**config.mk**
```make
export PLATFORM = sky130hd
export DESIGN_NAME = ascii_signed_position_line_parser
export DESIGN_NICKNAME = d
export VERILOG_FILES = /design/src/design/asplp_pkg.sv /design/src/design/ascii_signed_position_line_parser.sv /design/src/design/asplp_front.sv /design/src/design/asplp_fifo.sv /design/src/design/asplp_back.sv
export SDC_FILE = /design/constraint.sdc
export NUM_CORES = 1
export LEC_CHECK = 0
export ABC_CLOCK_PERIOD_IN_PS = 9900
export BUFFER_PORTS_ARGS = -buffer_cell sky130_fd_sc_hd__buf_2
export CAP_MARGIN = 40
export CELL_PAD_IN_SITES_DETAIL_PLACEMENT = 0
export CELL_PAD_IN_SITES_GLOBAL_PLACEMENT = 1
export CORE_MARGIN = 3
export CORE_UTILIZATION = 46
export CTS_CLUSTER_SIZE = 12
export DETAILED_ROUTE_END_ITERATION = 8
export PLACE_DENSITY_LB_ADDON = 0.1
export SYNTH_ARGS = -nofsm -noshare
export SYNTH_HDL_FRONTEND = slang
export SYNTH_SLANG_ARGS = --single-unit
```
**constraint.sdc**
```tcl
create_clock -name clk -period 9.9 [get_ports clk]
set_clock_uncertainty 0.05 [all_clocks]
set_input_delay 0.99 -clock clk [delete_from_list [all_inputs] [get_ports clk]]
set_output_delay 0.99 -clock clk [all_outputs]
set_load 0.005 [all_outputs]
```
**src/design/asplp_pkg.sv**
```systemverilog
`timescale 1ns / 1ps
`default_nettype none
// ----------------------------------------------------------------------------
// asplp_pkg: shared types and constants of the position line parser
// Event codes, the operation passed from the front end to the back end, and
// the field widths used on the ports.
// ----------------------------------------------------------------------------
package asplp_pkg;

  localparam int LINE_MAX_DEF = 32;
  localparam int STORED_CHARS = 6;

  localparam int LIMIT_W  = 14;
  localparam int BYTE_W   = 8;
  localparam int POS_W    = 15;
  localparam int CNT_W    = 32;
  localparam int CFG_A_W  = 1;
  localparam int CFG_D_W  = 14;
  localparam int OUT_D_W  = 184;

  localparam logic [BYTE_W-1:0] CH_LINE_END = 8'd10;
  localparam logic [BYTE_W-1:0] CH_PLUS     = 8'h2B;
  localparam logic [BYTE_W-1:0] CH_MINUS    = 8'h2D;
  localparam logic [BYTE_W-1:0] CH_POINT    = 8'h2E;
  localparam logic [BYTE_W-1:0] CH_ZERO     = 8'h30;
  localparam logic [BYTE_W-1:0] CH_NINE     = 8'h39;

  localparam logic [LIMIT_W-1:0] LIMIT_RST  = 14'd9999;
  localparam logic [BYTE_W-1:0]  MARKER_RST = 8'd35;

  localparam logic [CFG_A_W-1:0] CFG_POSITION_LIMIT = 1'b0;
  localparam logic [CFG_A_W-1:0] CFG_INVALID_MARKER = 1'b1;

  typedef enum logic [2:0] {
    EV_NONE     = 3'd0,
    EV_MARKER   = 3'd1,
    EV_FORMAT   = 3'd2,
    EV_VALID    = 3'd3,
    EV_OVERFLOW = 3'd4
  } evt_t;

  typedef struct packed {
    evt_t             evt;
    logic [POS_W-1:0] pos;
  } line_op_t;

endpackage
`default_nettype wire

```
**src/design/ascii_signed_position_line_parser.sv**
```systemverilog
`timescale 1ns / 1ps
`default_nettype none
// Each accepted byte's line event is queued, then registered into the output beat.
// Throughput: one byte per cycle while in_tready is high; the front end classifies
// a byte per cycle and the back end retires one queued line event per cycle.
// A two-entry queue separates them, so output stalls reach in_tready after it fills.
// Reset (rst_n low, synchronous) clears counters, flags, line state and the
// queue, and restores the default limit and marker registers.
// ----------------------------------------------------------------------------
// ascii_signed_position_line_parser: signed position line parser top level
// Splits a byte stream into lines, decodes signed positions and keeps
// per-event counters, one result beat per received byte.
// ----------------------------------------------------------------------------
module ascii_signed_position_line_parser #(
  parameter int LINE_MAX = asplp_pkg::LINE_MAX_DEF
) (
  input  wire logic                             clk,
  input  wire logic                             rst_n,
  input  wire logic                             cfg_we,
  input  wire logic [asplp_pkg::CFG_A_W-1:0]    cfg_addr,
  input  wire logic [asplp_pkg::CFG_D_W-1:0]    cfg_data,
  input  wire logic                             in_tvalid,
  output logic                                  in_tready,
  input  wire logic [7:0]                       in_tdata,   // [7:0] rx_byte
  output logic                                  out_tvalid,
  input  wire logic                             out_tready,
  // [14:0] position, [15] pos_ok, [47:16] packet_total,
  // [79:48] valid_total, [111:80] marker_total, [143:112] format_error_total,
  // [175:144] overflow_total, [178:176] line_event, [183:179] zero
  output logic [asplp_pkg::OUT_D_W-1:0]         out_tdata
);

  asplp_pkg::line_op_t fe_op, q_op;
  logic                byte_en, q_full, q_empty, q_pop;

  assign in_tready = !q_full;
  assign byte_en   = in_tvalid && in_tready;

  asplp_front #(.LINE_MAX(LINE_MAX)) u_front (
    .clk      (clk),
    .rst_n    (rst_n),
    .cfg_we   (cfg_we),
    .cfg_addr (cfg_addr),
    .cfg_data (cfg_data),
    .byte_en  (byte_en),
    .rx_byte  (in_tdata),
    .op       (fe_op)
  );

  asplp_fifo u_fifo (
    .clk     (clk),
    .rst_n   (rst_n),
    .push    (byte_en),
    .push_op (fe_op),
    .pop     (q_pop),
    .pop_op  (q_op),
    .full    (q_full),
    .empty   (q_empty)
  );

  asplp_back u_back (
    .clk        (clk),
    .rst_n      (rst_n),
    .op_avail   (!q_empty),
    .op         (q_op),
    .op_take    (q_pop),
    .out_tvalid (out_tvalid),
    .out_tready (out_tready),
    .out_tdata  (out_tdata)
  );

endmodule
`default_nettype wire

```
**src/design/asplp_front.sv**
```systemverilog
`timescale 1ns / 1ps
`default_nettype none
// ----------------------------------------------------------------------------
// asplp_front: byte intake and line classification
// Buffers the first characters of a line, tracks length and discard mode,
// and on each beat emits the line event and decoded position.
// ----------------------------------------------------------------------------
module asplp_front #(
  parameter int LINE_MAX = asplp_pkg::LINE_MAX_DEF
) (
  input  wire logic                                 clk,
  input  wire logic                                 rst_n,
  input  wire logic                                 cfg_we,
  input  wire logic [asplp_pkg::CFG_A_W-1:0]        cfg_addr,
  input  wire logic [asplp_pkg::CFG_D_W-1:0]        cfg_data,
  input  wire logic                                 byte_en,
  input  wire logic [asplp_pkg::BYTE_W-1:0]         rx_byte,
  output asplp_pkg::line_op_t                       op
);

  localparam int LEN_W = $clog2(LINE_MAX);
  localparam logic [LEN_W-1:0] LEN_LAST   = LEN_W'(LINE_MAX - 1);
  localparam logic [LEN_W-1:0] LEN_STORED = LEN_W'(asplp_pkg::STORED_CHARS);

  logic [asplp_pkg::LIMIT_W-1:0] limit_r;
  logic [asplp_pkg::BYTE_W-1:0]  marker_r;
  logic [asplp_pkg::BYTE_W-1:0]  chars_r [asplp_pkg::STORED_CHARS];
  logic [LEN_W-1:0]              len_r, len_nxt;
  logic                          discard_r, discard_nxt;

  logic                          is_end, store_en, fmt_ok;
  logic [3:0]                    dig1, dig2, dig4, dig5;
  logic [asplp_pkg::LIMIT_W-1:0] mag;
  asplp_pkg::evt_t               finish_evt;

  function automatic logic is_digit(input logic [asplp_pkg::BYTE_W-1:0] c);
    return (c >= asplp_pkg::CH_ZERO) && (c <= asplp_pkg::CH_NINE);
  endfunction

  always_ff @(posedge clk) begin
    if (!rst_n) begin
      limit_r  <= asplp_pkg::LIMIT_RST;
      marker_r <= asplp_pkg::MARKER_RST;
    end else if (cfg_we) begin
      unique case (cfg_addr)
        asplp_pkg::CFG_POSITION_LIMIT: limit_r  <= cfg_data;
        asplp_pkg::CFG_INVALID_MARKER: marker_r <= cfg_data[asplp_pkg::BYTE_W-1:0];
        default: ;
      endcase
    end
  end

  // Decode of the stored line; only meaningful when a line end arrives.
  always_comb begin
    dig1 = chars_r[1][3:0];
    dig2 = chars_r[2][3:0];
    dig4 = chars_r[4][3:0];
    dig5 = chars_r[5][3:0];
    mag  = asplp_pkg::LIMIT_W'(dig1) * 14'd1000 + asplp_pkg::LIMIT_W'(dig2) * 14'd100
         + asplp_pkg::LIMIT_W'(dig4) * 14'd10 + asplp_pkg::LIMIT_W'(dig5);
    fmt_ok = (len_r == LEN_STORED)
          && ((chars_r[0] == asplp_pkg::CH_PLUS) || (chars_r[0] == asplp_pkg::CH_MINUS))
          && (chars_r[3] == asplp_pkg::CH_POINT)
          && is_digit(chars_r[1]) && is_digit(chars_r[2])
          && is_digit(chars_r[4]) && is_digit(chars_r[5]);
    priority if ((len_r == LEN_W'(1)) && (chars_r[0] == marker_r)) begin
      finish_evt = asplp_pkg::EV_MARKER;
    end else if (fmt_ok && (mag <= limit_r)) begin
      finish_evt = asplp_pkg::EV_VALID;
    end else begin
      finish_evt = asplp_pkg::EV_FORMAT;
    end
  end

  always_comb begin
    is_end      = (rx_byte == asplp_pkg::CH_LINE_END);
    len_nxt     = len_r;
    discard_nxt = discard_r;
    store_en    = 1'b0;
    op.evt      = asplp_pkg::EV_NONE;
    op.pos      = (chars_r[0] == asplp_pkg::CH_MINUS) ?
                  asplp_pkg::POS_W'(15'd0 - {1'b0, mag}) : {1'b0, mag};
    if (is_end) begin
      if (!discard_r && (len_r != '0)) begin
        op.evt = finish_evt;
      end
      len_nxt     = '0;
      discard_nxt = 1'b0;
    end else if (!discard_r) begin
      if (len_r >= LEN_LAST) begin
        op.evt      = asplp_pkg::EV_OVERFLOW;
        len_nxt     = '0;
        discard_nxt = 1'b1;
      end else begin
        store_en = (len_r < LEN_STORED);
        len_nxt  = len_r + LEN_W'(1);
      end
    end
  end

  always_ff @(posedge clk) begin
    if (!rst_n) begin
      len_r     <= '0;
      discard_r <= 1'b0;
    end else if (byte_en) begin
      len_r     <= len_nxt;
      discard_r <= discard_nxt;
    end
  end

  always_ff @(posedge clk) begin
    if (byte_en && store_en) begin
      chars_r[len_r[2:0]] <= rx_byte;
    end
  end

endmodule
`default_nettype wire

```
**src/design/asplp_fifo.sv**
```systemverilog
`timescale 1ns / 1ps
`default_nettype none
// ----------------------------------------------------------------------------
// asplp_fifo: two-entry operation queue
// Decouples the front end from the back end so each side stalls on its own.
// ----------------------------------------------------------------------------
module asplp_fifo (
  input  wire logic          clk,
  input  wire logic          rst_n,
  input  wire logic          push,
  input  wire asplp_pkg::line_op_t push_op,
  input  wire logic          pop,
  output asplp_pkg::line_op_t pop_op,
  output logic               full,
  output logic               empty
);

  asplp_pkg::line_op_t mem_r [2];
  logic                wr_ptr_r, rd_ptr_r;
  logic [1:0]          count_r, count_nxt;

  assign full   = (count_r == 2'd2);
  assign empty  = (count_r == 2'd0);
  assign pop_op = mem_r[rd_ptr_r];

  always_comb begin
    count_nxt = count_r;
    if (push && !pop) begin
      count_nxt = count_r + 2'd1;
    end else if (pop && !push) begin
      count_nxt = count_r - 2'd1;
    end
  end

  always_ff @(posedge clk) begin
    if (!rst_n) begin
      wr_ptr_r <= 1'b0;
      rd_ptr_r <= 1'b0;
      count_r  <= 2'd0;
    end else begin
      if (push) wr_ptr_r <= ~wr_ptr_r;
      if (pop)  rd_ptr_r <= ~rd_ptr_r;
      count_r <= count_nxt;
    end
  end

  always_ff @(posedge clk) begin
    if (push) begin
      mem_r[wr_ptr_r] <= push_op;
    end
  end

  a_count_range: assert property (@(posedge clk) disable iff (!rst_n)
    count_r <= 2'd2) else $error("queue count out of range");
  a_no_push_full: assert property (@(posedge clk) disable iff (!rst_n)
    push |-> !full) else $error("push into full queue");
  a_no_pop_empty: assert property (@(posedge clk) disable iff (!rst_n)
    pop |-> !empty) else $error("pop from empty queue");

endmodule
`default_nettype wire

```
**src/design/asplp_back.sv**
```systemverilog
`timescale 1ns / 1ps
`default_nettype none
// ----------------------------------------------------------------------------
// asplp_back: result state, event counters and output register
// Applies each queued line event to the published state and presents one
// result beat per byte.
// ----------------------------------------------------------------------------
module asplp_back (
  input  wire logic                              clk,
  input  wire logic                              rst_n,
  input  wire logic                              op_avail,
  input  wire asplp_pkg::line_op_t               op,
  output logic                                   op_take,
  output logic                                   out_tvalid,
  input  wire logic                              out_tready,
  output logic [asplp_pkg::OUT_D_W-1:0]          out_tdata
);

  logic [asplp_pkg::POS_W-1:0] pos_r, pos_nxt;
  logic                        vflag_r, vflag_nxt;
  logic [asplp_pkg::CNT_W-1:0] pkt_r, pkt_nxt, vld_r, vld_nxt, mkr_r, mkr_nxt;
  logic [asplp_pkg::CNT_W-1:0] fmt_r, fmt_nxt, ovf_r, ovf_nxt;
  logic                        out_valid_r;
  logic [asplp_pkg::OUT_D_W-1:0] out_data_r;

  // The output register frees up when its beat is taken in the same cycle.
  assign op_take    = op_avail && (!out_valid_r || out_tready);
  assign out_tvalid = out_valid_r;
  assign out_tdata  = out_data_r;

  always_comb begin
    pos_nxt   = pos_r;
    vflag_nxt = vflag_r;
    pkt_nxt   = pkt_r;
    vld_nxt   = vld_r;
    mkr_nxt   = mkr_r;
    fmt_nxt   = fmt_r;
    ovf_nxt   = ovf_r;
    unique case (op.evt)
      asplp_pkg::EV_MARKER: begin
        pkt_nxt   = pkt_r + 32'd1;
        mkr_nxt   = mkr_r + 32'd1;
        vflag_nxt = 1'b0;
      end
      asplp_pkg::EV_FORMAT: begin
        fmt_nxt   = fmt_r + 32'd1;
        vflag_nxt = 1'b0;
      end
      asplp_pkg::EV_VALID: begin
        pos_nxt   = op.pos;
        pkt_nxt   = pkt_r + 32'd1;
        vld_nxt   = vld_r + 32'd1;
        vflag_nxt = 1'b1;
      end
      asplp_pkg::EV_OVERFLOW: begin
        ovf_nxt   = ovf_r + 32'd1;
        vflag_nxt = 1'b0;
      end
      default: ;
    endcase
  end

  always_ff @(posedge clk) begin
    if (!rst_n) begin
      pos_r       <= '0;
      vflag_r     <= 1'b0;
      pkt_r       <= '0;
      vld_r       <= '0;
      mkr_r       <= '0;
      fmt_r       <= '0;
      ovf_r       <= '0;
      out_valid_r <= 1'b0;
    end else begin
      if (op_take) begin
        pos_r   <= pos_nxt;
        vflag_r <= vflag_nxt;
        pkt_r   <= pkt_nxt;
        vld_r   <= vld_nxt;
        mkr_r   <= mkr_nxt;
        fmt_r   <= fmt_nxt;
        ovf_r   <= ovf_nxt;
        out_valid_r <= 1'b1;
      end else if (out_tready) begin
        out_valid_r <= 1'b0;
      end
    end
  end

  always_ff @(posedge clk) begin
    if (op_take) begin
      out_data_r <= {5'd0, op.evt, ovf_nxt, fmt_nxt, mkr_nxt, vld_nxt, pkt_nxt,
                     vflag_nxt, pos_nxt};
    end
  end

  a_valid_sets_flag: assert property (@(posedge clk) disable iff (!rst_n)
    (out_valid_r && (out_data_r[178:176] == asplp_pkg::EV_VALID)) |-> out_data_r[15])
    else $error("valid position beat without valid flag");
  a_ovf_clears_flag: assert property (@(posedge clk) disable iff (!rst_n)
    (out_valid_r && (out_data_r[178:176] == asplp_pkg::EV_OVERFLOW)) |-> !out_data_r[15])
    else $error("overflow beat with valid flag set");
  a_ovf_count: assert property (@(posedge clk) disable iff (!rst_n)
    (op_take && (op.evt == asplp_pkg::EV_OVERFLOW)) |=> (ovf_r == $past(ovf_r) + 32'd1))
    else $error("overflow counter did not advance");

endmodule
`default_nettype wire

```
==> metrics.json <==
{
  "outcome": {"value": "finished clean"},
  "postSynthCellCount": {"value": 2116},
  "p_total": {"value": 6.40, "unit": "mW"},
  "layout.cell_area.non_filler": {"value": 26100, "unit": "sq um"},
  "synth-main-ff-cell": {"value": "edfxtp_1"},
  "synth.cells.most_frequent": {"value": "edfxtp_1 (263), nand2_1 (226), dfxtp_1 (210), xnor2_1 (174), xor2_1 (147)"},
  "worst_hold_path.endpoint": {"value": "u_back.pos_r[6]"},
  "boundaryPins": {"value": 214},
  "ff_latch_area": {"value": 12100, "unit": "sq um"},
  "ys_types": {"value": 67},
  "cts_tree": {"value": "built"},
  "antenna_violating_nets_post_route": {"value": 0},
  "peakVddDrop": {"value": 0.141, "unit": "mV"},
  "row_count": {"value": 80},
  "clock-sinks": {"value": 473},
  "final_net_count": {"value": 2446},
  "drv_slew": {"value": 0},
  "placement.cell_area": {"value": 24500, "unit": "sq um"},
  "drt-total-wl": {"value": 48.7, "unit": "mm"},
  "critPathTopFamily": {"value": "adder cells"},
  "cp_num_buf_inv": {"value": 4},
  "hold-path-cell-count": {"value": 2},
  "hold_path_class": {"value": "reg2reg"},
  "crit_path_top_delay_cell": {"value": "fa_1"},
  "globalRouteOverflowTotal": {"value": 0},
  "postSynthRegisterBits": {"value": 473},
  "required_time_at_the_endpoint_of_the_critical_path": {"value": 10310, "unit": "ps"},
  "synth_area_leader_cell": {"value": "edfxtp_1"},
  "rsz_0062_raised_after_global_routing": {"value": "false"},
  "reg2reg_slack": {"value": 3240, "unit": "ps"},
  "timing.critical_path.arrival": {"value": 7070, "unit": "ps"},
  "fin_crit_sh": {"value": 67.3, "unit": "%"},
  "leading_post_synthesis_cells_by_cell_area": {"value": "edfxtp_1 (35%), dfxtp_1 (18%), xnor2_1 (6.7%)"},
  "reg2reg_launch_point": {"value": "u_front.chars_r[1][2]"},
  "clock_path_buffers": {"value": 3},
  "detailedPlace.worstSlack": {"value": 3310, "unit": "ps"},
  "die_width": {"value": 228, "unit": "um"},
  "setup_violations": {"value": 0},
  "hold_violations": {"value": 0},
  "worst-path-max-fanout": {"value": 7},
  "critical_path_depth": {"value": 24},
  "place.detailed.hpwl": {"value": 34.2, "unit": "mm"},
  "final_core_utilization": {"value": 54.2, "unit": "%"},
  "critical_path_class": {"value": "reg2reg"},
  "p_leak": {"value": 10.5, "unit": "nW"},
  "critPathLaunchType": {"value": "register"},
  "worst_r2r_path_depth": {"value": 24},
  "initial_utilization": {"value": 47.1, "unit": "%"},
  "clk_root_buffer_cell": {"value": "clkbuf_16"},
  "fin_tns_setup": {"value": 0, "unit": "ps"},
  "postSynthAreaPerCell": {"value": 10.7, "unit": "sq um"},
  "achievable-frequency": {"value": 0.150, "unit": "GHz"},
  "syn-cell-area": {"value": 22700, "unit": "sq um"},
  "power_density": {"value": 245, "unit": "nW/um^2"},
  "tightest_slew": {"value": 864, "unit": "ps"},
  "multi_input_area": {"value": 10000, "unit": "sq um"},
  "antenna_cells_inserted": {"value": 0},
  "clock_latency": {"value": 600, "unit": "ps"},
  "design.core.area": {"value": 48200, "unit": "sq um"},
  "globalplace.congestion": {"value": 0.827},
  "postCtsSetupBuffers": {"value": 0},
  "tritoncts.num_buffers": {"value": 53},
  "period_minus_slack": {"value": 6660, "unit": "ps"},
  "synth_warnings": {"value": 0},
  "first_global_vias": {"value": 14757},
  "die-area": {"value": 52100, "unit": "sq um"},
  "grt_max_degree": {"value": 94},
  "antenna_found_initial": {"value": 0},
  "htree_num_levels": {"value": 2},
  "drive_above_1_share": {"value": 13.9, "unit": "%"},
  "max_slew_margin": {"value": 42.4, "unit": "%"},
  "postCtsResizedCells": {"value": 0},
  "worst_slack": {"value": 3240, "unit": "ps"},
  "drt_pass1_iterations": {"value": 5},
  "avgRoutedWirePerCell": {"value": 16.2, "unit": "um"},
  "max_stage_delay": {"value": 620, "unit": "ps"},
  "critical_path.cell_chain": {"value": "fa_1 > inv_1 > fa_1 > inv_1 > ha_1 > a21o_1 > a21oi_1 > xor2_1 > ha_1 > ha_1 > ha_1 > nand3_1 > o2bb2ai_1 > a311o_1 > a21oi_1 > xor2_1 > inv_1 > ha_1 > nand4_1 > inv_1 > nand3_1 > or3_1 > a2111oi_0 > o21a_1"},
  "die_y": {"value": 228, "unit": "um"},
  "n_fill_cell": {"value": 4365},
  "hold_path_startpoint": {"value": "u_back.pos_r[6]"},
  "synth-seq-area-share": {"value": 53.2, "unit": "%"},
  "drt-vias-per-instance": {"value": 5.04},
  "layout-area-overhead-vs-synth": {"value": 15.0, "unit": "%"},
  "synth_edf_count": {"value": 263},
  "cts_hold_repair.buffers": {"value": 0},
  "max_cap_violations": {"value": 0},
  "synthDominantCellAreaShare": {"value": 34.7, "unit": "%"},
  "crit-reg2reg-capture": {"value": "u_fifo.mem_r[0][15]"},
  "place.port_buffers": {"value": 208},
  "synthMostInstantiatedCell": {"value": "edfxtp_1"},
  "detailroute.via_count": {"value": 15193},
  "clk_pin_slew": {"value": 60, "unit": "ps"},
  "grt_first_pass_wirelength": {"value": 78.3, "unit": "mm"},
  "drc": {"value": 0},
  "detail_route.iter0.violations": {"value": 730},
  "endpoint_kind": {"value": "register"},
  "share_of_async_settable_or_async_resettable_flops_after_synthesis": {"value": 0, "unit": "%"},
  "top_cell_by_count_worst_path": {"value": "ha_1"},
  "gr-usage-all-layers": {"value": 18.4, "unit": "%"}
}
## through the flow
stage	cells	hold slack, ps
after global routing	3017	436
after floorplan	2120	393
final	3017	414
after CTS	3017	418
after detailed placement	2917	409
after global placement	2910	404
## state kept, by name, indices dropped and copies added (netlist names), named ones only
register / count
u_front.limit_r: 14
u_back.fmt_r: 32
u_back.mkr_r: 32
u_back.vflag_r: 1
u_back.out_tdata: 179
u_back.out_tvalid: 1
u_front.chars_r: 48
u_fifo.rd_ptr_r: 1
u_front.marker_r: 8
u_fifo.count_r: 2
u_back.pkt_r: 32
u_back.pos_r: 15
u_back.vld_r: 32
u_front.len_r: 5
u_back.ovf_r: 32
u_fifo.wr_ptr_r: 1
u_fifo.mem_r: 36
u_front.discard_r: 1
## layout make-up
type                       instances  share of cell area, %
clock inverter                    32                  0.957
clock buffer                      68                   5.44
multi-input combinational       1480                   38.2
timing repair buffer             226                   4.72
sequential                       473                   46.3
tap                              656                   3.14
inverter                          82                   1.21
## tightest hold or removal path: stages, from the launching register on
cell and delay, ps:
dfxtp_1 310, nand2_1 50, a21boi_0 60
## metal layers
layer,GRT usage [%],vias to the layer above,share of wire (%)
li1,-,7668,-
met1,25.2,7204,47
met2,30.1,253,46
met3,3.80,68,4.7
met4,4.50,0,1.9
met5,0,-,0
## placed cells by master (no fill, tap or decap), types with 33 or more instances in the layout
cell type / count
a21boi_0: 53
and2_1: 128
edfxtp_1: 263
xor2_1: 147
nand3_1: 96
buf_2: 210
dfxtp_1: 210
inv_1: 81
nand2_1: 226
nor2_1: 141
ha_1: 85
nand4_1: 33
xnor2_1: 174
clkbuf_16: 53
nor3_1: 58
or3_1: 37
a21oi_1: 38
o21ai_0: 35
## cells by family after synthesis
family	count (synthesis)	synth area share (%)
AOI/OAI and AO/OA	195	5.72
xor gates and xnor gates	321	12.4
adders and majority gates	102	6.17
buffers and inverters	167	2.89
DFF	473	53.2
muxes	25	1.16
other	1	0.0165
and+or+nand+nor	832	18.5
## how the worst max path moves through the flow
stage / start / end / slack (ps)
final: u_front.chars_r[1][2] / u_fifo.mem_r[0][15] / 3240
after global routing: u_front.chars_r[1][2] / u_fifo.mem_r[0][15] / 2910
after CTS: u_front.chars_r[1][2] / u_fifo.mem_r[0][15] / 3270
after detailed placement: u_front.chars_r[1][2] / u_fifo.mem_r[0][15] / 3310
after global placement: u_front.chars_r[1][2] / u_fifo.mem_r[0][15] / 3550
after floorplan: out_tready / u_back.out_tdata[0] / 2070
## report_power, final
group,internal [mW],leakage (nW),switching (mW)
combinational,0.659,5.46,1.05
sequential,2.64,4.24,0.166
clock,1.09,0.829,0.789
total,4.39,10.5,2.00
(Power assumes the default switching activity.)
